==> src/rtl/core/bmprle_pkg.sv <==
// Shared types and constants for the BMP RLE8/RLE4 run decoder.
// Holds the beat structs, configuration struct, register indexes and result codes.
// No dependencies.
package bmprle_pkg;

  localparam int DIM_W    = 13;
  localparam int DIM_MAX  = 8191;
  localparam int COL_W    = 14;
  localparam int ROW_W    = 14;
  localparam int CFG_IDX_W = 2;

  localparam int DEF_MAX_WIDTH  = 4096;
  localparam int DEF_MAX_HEIGHT = 4096;

  localparam logic [CFG_IDX_W-1:0] REG_IMAGE_WIDTH  = 2'd0;
  localparam logic [CFG_IDX_W-1:0] REG_IMAGE_HEIGHT = 2'd1;
  localparam logic [CFG_IDX_W-1:0] REG_NIBBLE_MODE  = 2'd2;

  localparam logic KIND_RUN    = 1'b0;
  localparam logic KIND_FINISH = 1'b1;

  localparam logic [1:0] CAUSE_END_MARKER = 2'd0;
  localparam logic [1:0] CAUSE_ROW_BELOW  = 2'd1;
  localparam logic [1:0] CAUSE_COL_BEYOND = 2'd2;

  typedef struct packed {
    logic [7:0] data_byte;
    logic       image_start;
  } in_beat_t;

  typedef struct packed {
    logic       result_kind;
    logic [11:0] run_column;
    logic [11:0] run_row;
    logic [7:0] pixel_count;
    logic [7:0] first_index;
    logic [7:0] second_index;
    logic [1:0] finish_cause;
  } out_beat_t;

  typedef struct packed {
    logic [DIM_W-1:0] image_width;
    logic [DIM_W-1:0] image_height;
    logic             nibble_mode;
  } cfg_t;

endpackage

==> src/rtl/core/bmprle_parser.sv <==
// Byte parser: input register, stream state and one-pass decode into a result beat.
// Depends on bmprle_pkg for beat and configuration types and result codes.
module bmprle_parser #(
  parameter int MAX_WIDTH  = bmprle_pkg::DEF_MAX_WIDTH,
  parameter int MAX_HEIGHT = bmprle_pkg::DEF_MAX_HEIGHT
) (
  input  logic                  clk,
  input  logic                  rst_n,
  input  bmprle_pkg::cfg_t      cfg,
  input  logic                  in_valid,
  output logic                  in_stall,
  input  bmprle_pkg::in_beat_t  in_beat,
  input  logic                  res_space,
  output logic                  res_valid,
  output bmprle_pkg::out_beat_t res_beat
);

  localparam int W_CAP = (MAX_WIDTH  > bmprle_pkg::DIM_MAX) ? bmprle_pkg::DIM_MAX : MAX_WIDTH;
  localparam int H_CAP = (MAX_HEIGHT > bmprle_pkg::DIM_MAX) ? bmprle_pkg::DIM_MAX : MAX_HEIGHT;
  localparam logic [bmprle_pkg::DIM_W-1:0] W_CAP_V = W_CAP[bmprle_pkg::DIM_W-1:0];
  localparam logic [bmprle_pkg::DIM_W-1:0] H_CAP_V = H_CAP[bmprle_pkg::DIM_W-1:0];

  localparam logic [2:0] PH_COUNT = 3'd0;
  localparam logic [2:0] PH_VALUE = 3'd1;
  localparam logic [2:0] PH_ABS   = 3'd2;
  localparam logic [2:0] PH_PAD   = 3'd3;
  localparam logic [2:0] PH_DX    = 3'd4;
  localparam logic [2:0] PH_DY    = 3'd5;
  localparam logic [2:0] PH_DONE  = 3'd6;

  logic                                 a_valid_r, a_valid_nxt;
  bmprle_pkg::in_beat_t                 a_beat_r;
  logic                                 adv;

  logic [2:0]                           phase_r, phase_nxt;
  logic [7:0]                           held_r, held_nxt;
  logic [bmprle_pkg::COL_W-1:0]         col_r, col_nxt;
  logic signed [bmprle_pkg::ROW_W-1:0]  row_r, row_nxt;
  logic [7:0]                           absl_r, absl_nxt;
  logic                                 par_r, par_nxt;
  logic [7:0]                           dx_r, dx_nxt;

  logic [bmprle_pkg::DIM_W-1:0]         eff_w, eff_h;
  logic [bmprle_pkg::COL_W-1:0]         w_ext;
  logic [7:0]                           d, pa, pb, n, len;
  logic [bmprle_pkg::COL_W-1:0]         room;
  logic                                 emit;
  bmprle_pkg::out_beat_t                beat;

  assign eff_w = (cfg.image_width  > W_CAP_V) ? W_CAP_V : cfg.image_width;
  assign eff_h = (cfg.image_height > H_CAP_V) ? H_CAP_V : cfg.image_height;
  assign w_ext = {1'b0, eff_w};

  assign adv      = a_valid_r && res_space;
  assign in_stall = a_valid_r && !res_space;

  always_comb begin
    a_valid_nxt = a_valid_r;
    if (in_valid && !in_stall) begin
      a_valid_nxt = 1'b1;
    end else if (adv) begin
      a_valid_nxt = 1'b0;
    end
  end

  always_comb begin
    d         = a_beat_r.data_byte;
    phase_nxt = phase_r;
    held_nxt  = held_r;
    col_nxt   = col_r;
    row_nxt   = row_r;
    absl_nxt  = absl_r;
    par_nxt   = par_r;
    dx_nxt    = dx_r;
    emit      = 1'b0;
    n         = 8'd0;
    len       = 8'd0;
    room      = '0;
    beat      = '0;

    if (a_beat_r.image_start) begin
      phase_nxt = PH_COUNT;
      held_nxt  = 8'd0;
      col_nxt   = '0;
      row_nxt   = $signed({1'b0, eff_h}) - 14'sd1;
      absl_nxt  = 8'd0;
      par_nxt   = 1'b0;
      dx_nxt    = 8'd0;
    end

    if (cfg.nibble_mode) begin
      pa = {4'd0, d[7:4]};
      pb = {4'd0, d[3:0]};
    end else begin
      pa = d;
      pb = d;
    end

    unique case (phase_nxt)
      PH_COUNT: begin
        held_nxt  = d;
        phase_nxt = PH_VALUE;
      end
      PH_VALUE: begin
        if (held_nxt != 8'd0) begin
          phase_nxt = PH_COUNT;
          n         = held_nxt;
          emit      = 1'b1;
        end else if (d == 8'd0) begin
          row_nxt   = row_nxt - 14'sd1;
          col_nxt   = '0;
          phase_nxt = PH_COUNT;
        end else if (d == 8'd1) begin
          beat.result_kind  = bmprle_pkg::KIND_FINISH;
          beat.finish_cause = bmprle_pkg::CAUSE_END_MARKER;
          phase_nxt         = PH_DONE;
        end else if (d == 8'd2) begin
          phase_nxt = PH_DX;
        end else begin
          absl_nxt  = d;
          par_nxt   = 1'b0;
          phase_nxt = PH_ABS;
        end
      end
      PH_ABS: begin
        n = cfg.nibble_mode ? 8'd2 : 8'd1;
        if (n > absl_nxt) begin
          n = absl_nxt;
        end
        absl_nxt = absl_nxt - n;
        par_nxt  = !par_nxt;
        if (absl_nxt == 8'd0) begin
          phase_nxt = par_nxt ? PH_PAD : PH_COUNT;
        end
        emit = 1'b1;
      end
      PH_PAD: begin
        phase_nxt = PH_COUNT;
      end
      PH_DX: begin
        dx_nxt    = d;
        phase_nxt = PH_DY;
      end
      PH_DY: begin
        col_nxt   = col_nxt + {6'd0, dx_nxt};
        row_nxt   = row_nxt - $signed({6'd0, d});
        phase_nxt = PH_COUNT;
      end
      default: begin
      end
    endcase

    if (emit) begin
      room = (col_nxt < w_ext) ? (w_ext - col_nxt) : '0;
      len  = ({6'd0, n} < room) ? n : room[7:0];
      emit = (len != 8'd0);
      if (emit) begin
        beat.result_kind  = bmprle_pkg::KIND_RUN;
        beat.run_column   = col_nxt[11:0];
        beat.run_row      = row_nxt[11:0];
        beat.pixel_count  = len;
        beat.first_index  = pa;
        beat.second_index = pb;
        col_nxt           = col_nxt + {6'd0, len};
      end
    end
  end

  logic       chk;
  logic       is_count;
  logic [2:0] cur_ph;
  logic [2:0] phase_fin;
  logic       fin_row, fin_col;
  bmprle_pkg::out_beat_t beat_fin;
  logic       emit_fin;

  assign cur_ph   = a_beat_r.image_start ? PH_COUNT : phase_r;
  assign is_count = (cur_ph == PH_COUNT);
  assign chk      = is_count ||
                    (cur_ph == PH_VALUE && held_nxt == 8'd0 && d == 8'd0 && !is_count) ||
                    (cur_ph == PH_DY);
  assign fin_row  = row_nxt[bmprle_pkg::ROW_W-1];
  assign fin_col  = col_nxt > w_ext;

  always_comb begin
    beat_fin  = beat;
    emit_fin  = emit || (cur_ph == PH_VALUE && held_r == 8'd0 && d == 8'd1);
    phase_fin = phase_nxt;
    if (chk && (fin_row || fin_col)) begin
      beat_fin              = '0;
      beat_fin.result_kind  = bmprle_pkg::KIND_FINISH;
      beat_fin.finish_cause = fin_row ? bmprle_pkg::CAUSE_ROW_BELOW
                                      : bmprle_pkg::CAUSE_COL_BEYOND;
      emit_fin              = 1'b1;
      phase_fin             = PH_DONE;
    end
    if (cur_ph == PH_VALUE && !a_beat_r.image_start && held_r != 8'd0) begin
      emit_fin = emit;
    end
  end

  assign res_valid = adv && emit_fin;
  assign res_beat  = beat_fin;

  always_ff @(posedge clk) begin
    if (!rst_n) begin
      a_valid_r <= 1'b0;
      phase_r   <= PH_COUNT;
      held_r    <= 8'd0;
      col_r     <= '0;
      row_r     <= '0;
      absl_r    <= 8'd0;
      par_r     <= 1'b0;
      dx_r      <= 8'd0;
    end else begin
      a_valid_r <= a_valid_nxt;
      if (adv) begin
        phase_r <= phase_fin;
        held_r  <= held_nxt;
        col_r   <= col_nxt;
        row_r   <= row_nxt;
        absl_r  <= absl_nxt;
        par_r   <= par_nxt;
        dx_r    <= dx_nxt;
      end
    end
  end

  always_ff @(posedge clk) begin
    if (in_valid && !in_stall) begin
      a_beat_r <= in_beat;
    end
  end

endmodule

==> src/rtl/core/bmprle_out_buf.sv <==
// Two-entry result queue between the parser and the output channel.
// Depends on bmprle_pkg for the result beat type.
module bmprle_out_buf (
  input  logic                  clk,
  input  logic                  rst_n,
  input  logic                  push,
  input  bmprle_pkg::out_beat_t push_beat,
  output logic                  has_space,
  output logic                  out_valid,
  input  logic                  out_stall,
  output bmprle_pkg::out_beat_t out_beat
);

  bmprle_pkg::out_beat_t slot_r [2];
  logic       wr_ptr_r, wr_ptr_nxt;
  logic       rd_ptr_r, rd_ptr_nxt;
  logic [1:0] count_r, count_nxt;
  logic       pop;

  assign has_space = (count_r != 2'd2);
  assign out_valid = (count_r != 2'd0);
  assign out_beat  = slot_r[rd_ptr_r];
  assign pop       = out_valid && !out_stall;

  always_comb begin
    wr_ptr_nxt = push ? !wr_ptr_r : wr_ptr_r;
    rd_ptr_nxt = pop ? !rd_ptr_r : rd_ptr_r;
    count_nxt  = count_r + {1'b0, push} - {1'b0, pop};
  end

  always_ff @(posedge clk) begin
    if (!rst_n) begin
      wr_ptr_r <= 1'b0;
      rd_ptr_r <= 1'b0;
      count_r  <= 2'd0;
    end else begin
      wr_ptr_r <= wr_ptr_nxt;
      rd_ptr_r <= rd_ptr_nxt;
      count_r  <= count_nxt;
    end
  end

  always_ff @(posedge clk) begin
    if (push) begin
      slot_r[wr_ptr_r] <= push_beat;
    end
  end

endmodule

==> src/rtl/core/bmp_rle_run_decoder.sv <==
// Top level of the BMP RLE8/RLE4 run decoder: configuration registers, parser, result queue.
// Depends on bmprle_pkg, bmprle_parser and bmprle_out_buf.
//
//   channel   direction  handshake            beat
//   in_       input      in_valid / in_stall  in_beat_t  (data_byte, image_start)
//   out_      output     out_valid/out_stall  out_beat_t (at most one run or finish per byte)
//   cfg_      input      cfg_wr_en            cfg_index, cfg_wdata
//
// One byte accepted per cycle while in_stall is low; a byte's result passes through
// the input register and the result queue before it is offered on out_valid.
// The parser decodes the held byte in one pass of logic, advancing when the queue has space.
// A two-entry queue holds results; in_stall rises when it is full and a byte waits.
// rst_n clears the stream state and loads width 1, height 1, RLE8 mode.
module bmp_rle_run_decoder #(
  parameter int MAX_WIDTH  = bmprle_pkg::DEF_MAX_WIDTH,
  parameter int MAX_HEIGHT = bmprle_pkg::DEF_MAX_HEIGHT
) (
  input  logic                                clk,
  input  logic                                rst_n,
  input  logic                                cfg_wr_en,
  input  logic [bmprle_pkg::CFG_IDX_W-1:0]    cfg_index,
  input  logic [bmprle_pkg::DIM_W-1:0]        cfg_wdata,
  input  logic                                in_valid,
  output logic                                in_stall,
  input  bmprle_pkg::in_beat_t                in_beat,
  output logic                                out_valid,
  input  logic                                out_stall,
  output bmprle_pkg::out_beat_t               out_beat
);

  bmprle_pkg::cfg_t      cfg_r, cfg_nxt;
  logic                  res_space;
  logic                  res_valid;
  bmprle_pkg::out_beat_t res_beat;

  always_comb begin
    cfg_nxt = cfg_r;
    if (cfg_wr_en) begin
      unique case (cfg_index)
        bmprle_pkg::REG_IMAGE_WIDTH:  cfg_nxt.image_width  = cfg_wdata;
        bmprle_pkg::REG_IMAGE_HEIGHT: cfg_nxt.image_height = cfg_wdata;
        bmprle_pkg::REG_NIBBLE_MODE:  cfg_nxt.nibble_mode  = cfg_wdata[0];
        default: begin
        end
      endcase
    end
  end

  always_ff @(posedge clk) begin
    if (!rst_n) begin
      cfg_r.image_width  <= 13'd1;
      cfg_r.image_height <= 13'd1;
      cfg_r.nibble_mode  <= 1'b0;
    end else begin
      cfg_r <= cfg_nxt;
    end
  end

  bmprle_parser #(
    .MAX_WIDTH  (MAX_WIDTH),
    .MAX_HEIGHT (MAX_HEIGHT)
  ) u_parser (
    .clk       (clk),
    .rst_n     (rst_n),
    .cfg       (cfg_r),
    .in_valid  (in_valid),
    .in_stall  (in_stall),
    .in_beat   (in_beat),
    .res_space (res_space),
    .res_valid (res_valid),
    .res_beat  (res_beat)
  );

  bmprle_out_buf u_out_buf (
    .clk       (clk),
    .rst_n     (rst_n),
    .push      (res_valid),
    .push_beat (res_beat),
    .has_space (res_space),
    .out_valid (out_valid),
    .out_stall (out_stall),
    .out_beat  (out_beat)
  );

`ifndef SYNTHESIS
  a_no_push_when_full: assert property (@(posedge clk) disable iff (!rst_n)
    res_valid |-> res_space)
    else $error("result pushed into a full queue");

  a_finish_fields_zero: assert property (@(posedge clk) disable iff (!rst_n)
    (out_valid && out_beat.result_kind == bmprle_pkg::KIND_FINISH) |->
      (out_beat.pixel_count == 8'd0 && out_beat.run_column == 12'd0 &&
       out_beat.run_row == 12'd0))
    else $error("finish beat carries run fields");

  a_run_nonempty: assert property (@(posedge clk) disable iff (!rst_n)
    (out_valid && out_beat.result_kind == bmprle_pkg::KIND_RUN) |->
      (out_beat.pixel_count != 8'd0 &&
       out_beat.finish_cause == bmprle_pkg::CAUSE_END_MARKER))
    else $error("empty run or stray cause on run beat");

  a_cause_legal: assert property (@(posedge clk) disable iff (!rst_n)
    out_valid |-> (out_beat.finish_cause == bmprle_pkg::CAUSE_END_MARKER ||
                   out_beat.finish_cause == bmprle_pkg::CAUSE_ROW_BELOW ||
                   out_beat.finish_cause == bmprle_pkg::CAUSE_COL_BEYOND))
    else $error("illegal finish cause");
`endif

endmodule

==> config.mk <==
export PLATFORM = sky130hd
export DESIGN_NAME = bmp_rle_run_decoder
export DESIGN_NICKNAME = d
export VERILOG_FILES = /design/src/rtl/core/bmprle_pkg.sv /design/src/rtl/core/bmprle_parser.sv /design/src/rtl/core/bmprle_out_buf.sv /design/src/rtl/core/bmp_rle_run_decoder.sv
export SDC_FILE = /design/constraint.sdc
export NUM_CORES = 1
export LEC_CHECK = 0
export ABC_AREA = 1
export BUFFER_PORTS_ARGS = -buffer_cell sky130_fd_sc_hd__buf_2
export CAP_MARGIN = 20
export CELL_PAD_IN_SITES_DETAIL_PLACEMENT = 1
export CELL_PAD_IN_SITES_GLOBAL_PLACEMENT = 2
export CORE_MARGIN = 1.5
export CORE_UTILIZATION = 40
export DETAILED_ROUTE_END_ITERATION = 12
export GPL_ROUTABILITY_DRIVEN = 0
export PLACE_DENSITY = 0.86
export SYNTH_ARGS = -nofsm -noshare
export SYNTH_HDL_FRONTEND = slang
export SYNTH_HIERARCHICAL = 1
export SYNTH_SLANG_ARGS = --single-unit
==> constraint.sdc <==
create_clock -name clk -period 19.15 [get_ports clk]
set_input_delay 2.8725 -clock clk [delete_from_list [all_inputs] [get_ports clk]]
set_output_delay 2.8725 -clock clk [all_outputs]
set_load 0.05 [all_outputs]
# --- Word-level counts from Yosys, hierarchy flattened ---
# Memory sizes are Yosys's and may differ from the RTL's. A register that Yosys moved wholly into a read port is not among the register bits.
# Cells that the tools add are included.
word_totals:
  ramBits: 102
  regBits: 97
  in_bits: 29
  n_memories: 1
memory_table:
  columns: ["memory", "words", "word_bits", "rd", "rd_clocked_by_memory_dff", "write_ports", "line", "source"]
  rows:
  - ["u_out_buf.slot_r", 2, 51, 1, 1, 1, "bmprle_out_buf.sv:14", "bmprle_pkg::out_beat_t slot_r [2];"]
classes:
  n_reduce_logical: 40
  add_sub_neg: 9
  order_cmp: 6
  mux: 65
  n_eq_ne: 10
ops:
  columns: ["cell", "count"]
  rows:
  - ["14-bit 2-to-1 mux", 9]
  - ["8-bit 2-to-1 mux", 15]
  - ["49-bit 2-to-1 mux", 2]
  - ["14-bit case mux with 2 select lines", 2]
  - ["51-bit 2-to-1 mux", 1]
  - ["8-bit zero test", 4]
  - ["8-bit case mux with 2 select lines", 2]
  - ["14-bit by 8-bit adder with 14-bit output", 2]
  - ["13-bit greater-than comparator (second input constant)", 2]
  - ["13-bit 2-to-1 mux", 2]
  - ["8-bit nonzero test", 3]
  - ["3-bit 2-to-1 mux", 7]
  - ["1-bit 2-to-1 mux", 19]
  - ["3-bit case mux with 5 select lines", 1]
  - ["14-bit by 13-bit greater-than comparator with 1-bit output", 1]
  - ["14-bit by 13-bit < comparator with 1-bit output", 1]
  - ["8-bit by 14-bit < comparator with 1-bit output", 1]
  - ["13-bit by 1-bit subtractor with 14-bit output (second input constant)", 1]
  - ["13-bit by 14-bit subtractor with 14-bit output", 1]
  - ["14-bit by 2-bit subtractor with 14-bit output (second input constant)", 1]
  - ["14-bit by 9-bit subtractor with 14-bit output", 1]
  - ["1-bit logical AND", 13]
  - ["8-bit by 1-bit equality test with 1-bit output (second input constant)", 1]
  - ["8-bit by 2-bit equality test with 1-bit output (second input constant)", 1]
  - ["19 further kinds", 37]

# --- Depth between registers and ports, before layout ---
depth:
  word_depth: 19
  depth_mapped: 74
  ltp_nobuf: 70

# --- Modules after synthesis ---
# Netlist, hierarchy kept.
modules_own_cells:
  columns: ["mod", "instances", "cells_per_inst", "seq_area_each_um2", "area_per_inst_um2"]
  rows:
  - ["bmprle_parser", 1, 1260, 1411.4, 7667.4]
  - ["bmprle_out_buf", 1, 195, 3163.0, 4174.0]
  - ["bmp_rle_run_decoder", 1, 174, 540.5, 1182.4]

# --- Worst setup path after synthesis ---
# OpenSTA, ideal clock, no wires.
synth_path:
  path_type: "flip-flop to flip-flop"
  startpoint: "register u_parser/a_beat_r[0] (netlist name)"
  endpoint: "memory u_out_buf/slot_r[0][0] (netlist name), enable pin"
  required_ns: 18.690
  setup_ns: 0.460
  path_stages_with_launch: 70
  t_arrival_ns: 11.109
  path_slack_ns: 7.582
  cell_sequence: "edfxtp_1 > buf_4 > clkbuf_1 > clkbuf_1 > clkbuf_1 > clkbuf_1 > nor2_1 > ha_1 > inv_1 > fa_1 > nor2_1 > nand2_1 > o211ai_1 > nand2_1 > nand2_1 > nand2_1 > nand2_1 > nand2_1 > [34 not listed] > inv_1 > nor2_1 > xor2_1 > inv_1 > ha_1 > inv_1 > nor3_1 > nand2_1 > o311ai_0 > a221o_1 > a21oi_1 > a41oi_1 > nor2_1 > nand2_1 > nand2_2 > a21oi_1 > inv_1 > nor2_1"
synth_via:
  elab_chain_len: 19
  elab_cells_between_ends: 59
  cone_classes: "add/sub: 5; order compare: 4; eq/ne: 3; mux: 28; reduce/logical: 19"
synth_rtl:
  columns: ["element", "line", "source"]
  rows:
  - ["start, declared", "bmprle_parser.sv:32", "bmprle_pkg::in_beat_t a_beat_r;"]
  - ["start signal, assigned", "bmprle_parser.sv:231", "a_beat_r <= in_beat;"]
  - ["parallel branches: the longest is 10 deep, another holds 14-bit by 8-bit adder with 14-bit output", null, null]
  - ["14-bit 2-to-1 mux *", "bmprle_parser.sv:153", "if (emit) begin"]
  - ["via u_parser.col_nxt, one bit", "bmprle_parser.sv:37", "logic [bmprle_pkg::COL_W-1:0] col_r, col_nxt;"]
  - ["14-bit by 13-bit greater-than comparator with 1-bit output *", "bmprle_parser.sv:183", "assign fin_col = col_nxt > w_ext;"]
  - ["1-bit logical OR *", "bmprle_parser.sv:189", "if (chk && (fin_row || fin_col)) begin"]
  - ["1-bit logical AND *", "bmprle_parser.sv:189", null]
  - ["1-bit 2-to-1 mux *", "bmprle_parser.sv:189", null]
  - ["1-bit 2-to-1 mux *", "bmprle_parser.sv:197", "if (cur_ph == PH_VALUE && !a_beat_r.image_start && held_r != 8'd0) begin"]
  - ["1-bit logical AND *", "bmprle_parser.sv:202", "assign res_valid = adv && emit_fin;"]
  - ["via res_valid", "bmp_rle_run_decoder.sv:33", "logic res_valid;"]
  - ["1-bit 2-to-1 mux *", "bmprle_out_buf.sv:44", "if (push) begin"]
  - ["1-bit 2-to-1 mux (not written as such) *", "bmprle_out_buf.sv:45", "slot_r[wr_ptr_r] <= push_beat;"]
  - ["end, declared", "bmprle_out_buf.sv:14", null]
# Mark *: on every way through the listed nets, which the timed path passes. The select of a mux whose other input is x is not followed.

# --- Worst setup path after layout ---
layout_path:
  startpoint: "register u_parser/a_beat_r[0] (netlist name)"
  endpoint: "memory u_out_buf/slot_r[0][48] (netlist name), enable pin"
# The elaborated chain is that of the path after synthesis.

==> run_results.csv <==
group,metric,value,unit
timing,fin_skew,0.0141,ns
cells_and_area,area_growth,9.27,%
grt,grt_start_max_net_pins,66,
critical_path,critPathRequiredTime,19.24,ns
synthesis,synth_top_family_by_area,"simple AND/OR/NAND/NOR gates",
critical_path,critPathMaxStageDelay,0.58,ns
die,dieHeight,183,um
timing,slew_viol_final,0,
grt,grt.total_usage,0.237,
synthesis,synth-seq-cells,200,
clocking,cts_resized,0,
synthesis,synth_top_cell_area_share,0.256,
synthesis,synthSimpleGateAreaFrac,0.220,
clocking,ctsHoldBuffers,0,
die,ios,82,
critical_path,critPathCapture,"u_out_buf/slot_r[0][48]",
clocking,post-cts-setup-buffers,0,
synthesis,async_reset_ff_frac,0,
grt,antenna_found_initial,0,
cells_and_area,layout_commonest_cell,"nand2_1",
routing,firstDrtPassIters,5,
placed_design,post-dp-hpwl,29.0,mm
clocking,cts_buffers,17,
timing,fin_hold_ws,0.477,ns
synthesis,ys_types,59,
synthesis,synth_cells,1629,
synthesis,synth_area_leaders,"edfxtp_1 26%, dfxtp_1 14%, nand2_1 8.4%",
timing,finalCritPeriodShare,0.596,
synthesis,ys.flop_type,"edfxtp_1",
timing,hold_violations,0,
synthesis,synth_nets,1724,
synthesis,synth_edf_count,111,
routing,vias,11000,
synthesis,yosys.area_share.adder,0.0663,
synthesis,muxShareOfSynthArea,0.0585,
synthesis,synth_area,0.0130,mm^2
routing,wirelength,38.5,mm
synthesis,synth-compound-area-share,0.132,
die,start_util,0.410,
die,die_area,0.0337,mm^2
timing,max-slew-margin-rel,0.278,
clocking,clock_path_buffers,2,
critical_path,r2r_start,"u_parser/a_beat_r[0]",
pwr,irDropWorstVdd,0.0653,mV
die,dieWidth,183,um
critical_path,path_common_cell,"nand2_1",
timing,fmax,87.6,MHz
synthesis,ys_warn_count,6,
synthesis,synth-xor-area-share,0.0249,
placed_design,place_ws,7.82,ns
critical_path,crit_start,"u_parser/a_beat_r[0]",
run,maxCapViolations,0,
critical_path,start_kind,"flip-flop",
critical_path,r2r_slack,7.73,ns
critical_path,cp_slowest_cell,"buf_4",
die,num_rows,65,
routing,drt-initial-drc-count,682,
routing,drc,0,
critical_path,worstPathMaxFanout,50,
placed_design,port_buffers,81,
timing,worst_pin_slew,1.08,ns
timing,layout_setup_ws,7.73,ns
clocking,clockRootBuffer,"clkbuf_16",
pwr,finalPower,1.61,mW
routing,ant_nets,0,
status,status,"complete, no violations",
clocking,cts_htree_levels,4,
cells_and_area,drive_gt1_frac,0.131,
critical_path,critPathArrivalTime,11.51,ns
cells_and_area,final_cell_mix,"293 x nand2_1, 254 x inv_1, 203 x nor2_1",
timing,rsz0062_at_grt,"false",
critical_path,cp-end-kind,"flip-flop",
grt,grt-ovfl-total,0,
critical_path,critPathKind,"flip-flop to flip-flop",
pwr,cellLeakagePower,6.41,nW
timing,fin_tns_setup,0,ns
synthesis,seq_area_frac_synth,0.393,
critical_path,reg2reg_depth,57,
min_path,hold_path.class,"flip-flop to flip-flop",
die,coreArea,0.0318,mm^2
timing,min_period,11.42,ns
routing,vias_per_cell,5.19,
synthesis,syn_area_per_cell,7.99,um^2
clocking,clkTransAtPathRegs,0.08,ns
clocking,insertion_delay,0.46,ns
timing,setup_viol,0,
routing,wl_per_cell,18.1,um
pwr,power.density,113,mW/mm^2
cells_and_area,antennaDiodeCount,0,
grt,grt_pass1_wl,61.7,mm
cells_and_area,nets,1775,
clocking,numClockSinks,200,
clocking,cts_tree,"built",
critical_path,reg2reg_to,"u_out_buf/slot_r[0][48]",
synthesis,synth_top_cell_by_area,"edfxtp_1",
grt,grt_pass1_vias,11300,
-- area by class of cell --
class / count / area, um^2
Tap cell: 435 / 544
Clock buffer: 18 / 429
Clock inverter: 14 / 128
Inverter: 258 / 971
Timing Repair Buffer: 91 / 493
Fill cell: 3871 / 17600
Multi-Input combinational cell: 1112 / 6550
Sequential cell: 200 / 5120
-- cells in the mapped netlist, drive strengths merged, types with 4 or more instances --
cell	instances
nand2	303
o21ai	126
dfxtp	89
o221ai	9
xnor2	12
nor4	7
a31oi	7
o211ai	15
nand3b	9
edfxtp	111
nor2	214
inv	258
nand3	83
buf	29
nand4	13
a211oi	12
o21bai	6
a21o	4
or2	7
ha	61
a21oi	99
clkbuf	30
nor3	20
fa	5
xor2	25
mux2	51
-- flip-flops by register name, summed over array words and instances, names as in the netlist, named ones only --
register,count
u_parser/absl_r,8
u_parser/col_r,14
u_parser/dx_r,8
u_parser/held_r,8
u_out_buf/wr_ptr_r,1
cfg_r,27
u_parser/par_r,1
u_parser/d,8
u_parser/row_r,14
u_out_buf/slot_r,102
u_parser/phase_r,3
u_parser/a_beat_r,1
u_out_buf/rd_ptr_r,1
u_parser/a_valid_r,1
u_out_buf/count_r,2
-- logic make-up after synthesis --
group                      count (synthesis)
muxes                                     51
AOI/OAI and AO/OA                        299
adders and majority gates                 66
and+or+nand+nor                          659
xor gates and xnor gates                  37
DFF                                      200
buffers and inverters                    317
-- worst max-delay path, delay by kind of cell, from the launching register on --
| kind | cells | cell delay (ns) |
|---|---|---|
| simple gates | 23 | 3.56 |
| compound gates | 16 | 2.84 |
| buf+inv | 12 | 2.14 |
| fa+ha+maj | 5 | 1.76 |
| flops | 1 | 0.38 |
| xor+xnor | 1 | 0.22 |
-- per-stage QoR --
step | std cells | utilization | cell area [um^2]
2_1_floorplan | 1629 | - | 13000
3_3_place_gp | 2095 | 0.429 | 13700
3_5_place_dp | 2096 | 0.430 | 13700
4_1_cts | 2128 | 0.448 | 14200
5_1_grt | 2128 | 0.448 | 14200
6_report | 2128 | 0.448 | 14200
-- power breakdown --
group / switching (mW) / total, mW / leakage, nW / internal [mW]
clock network: 0.180 / 0.353 / 0.273 / 0.172
registers: 0.0441 / 0.559 / 1.65 / 0.515
logic: 0.480 / 0.700 / 4.49 / 0.220
-- per-layer routing --
metal	up-vias	global-route usage	share of wire
met4	0	0.0692	0.018
met5	-	0	0
met1	5336	0.324	0.49
met3	38	0.0372	0.033
li1	5493	-	-
met2	178	0.386	0.46
-- how the worst min path moves through the flow --
| stage | from | to | slack (ns) | depth (start not counted) |
|---|---|---|---|---|
| global placement | u_parser/absl_r[0] | u_parser/absl_r[0] | 0.45 | 2 |
| finish | u_parser/row_r[13] | u_parser/row_r[13] | 0.48 | 2 |
| floorplan | u_parser/row_r[13] | u_parser/row_r[13] | 0.44 | 2 |
| global route | u_parser/row_r[13] | u_parser/row_r[13] | 0.50 | 2 |
| CTS | u_parser/row_r[13] | u_parser/row_r[13] | 0.47 | 2 |
| detailed placement | u_parser/absl_r[0] | u_parser/absl_r[0] | 0.45 | 2 |
No activity file was read; power rests on OpenSTA's default activity.
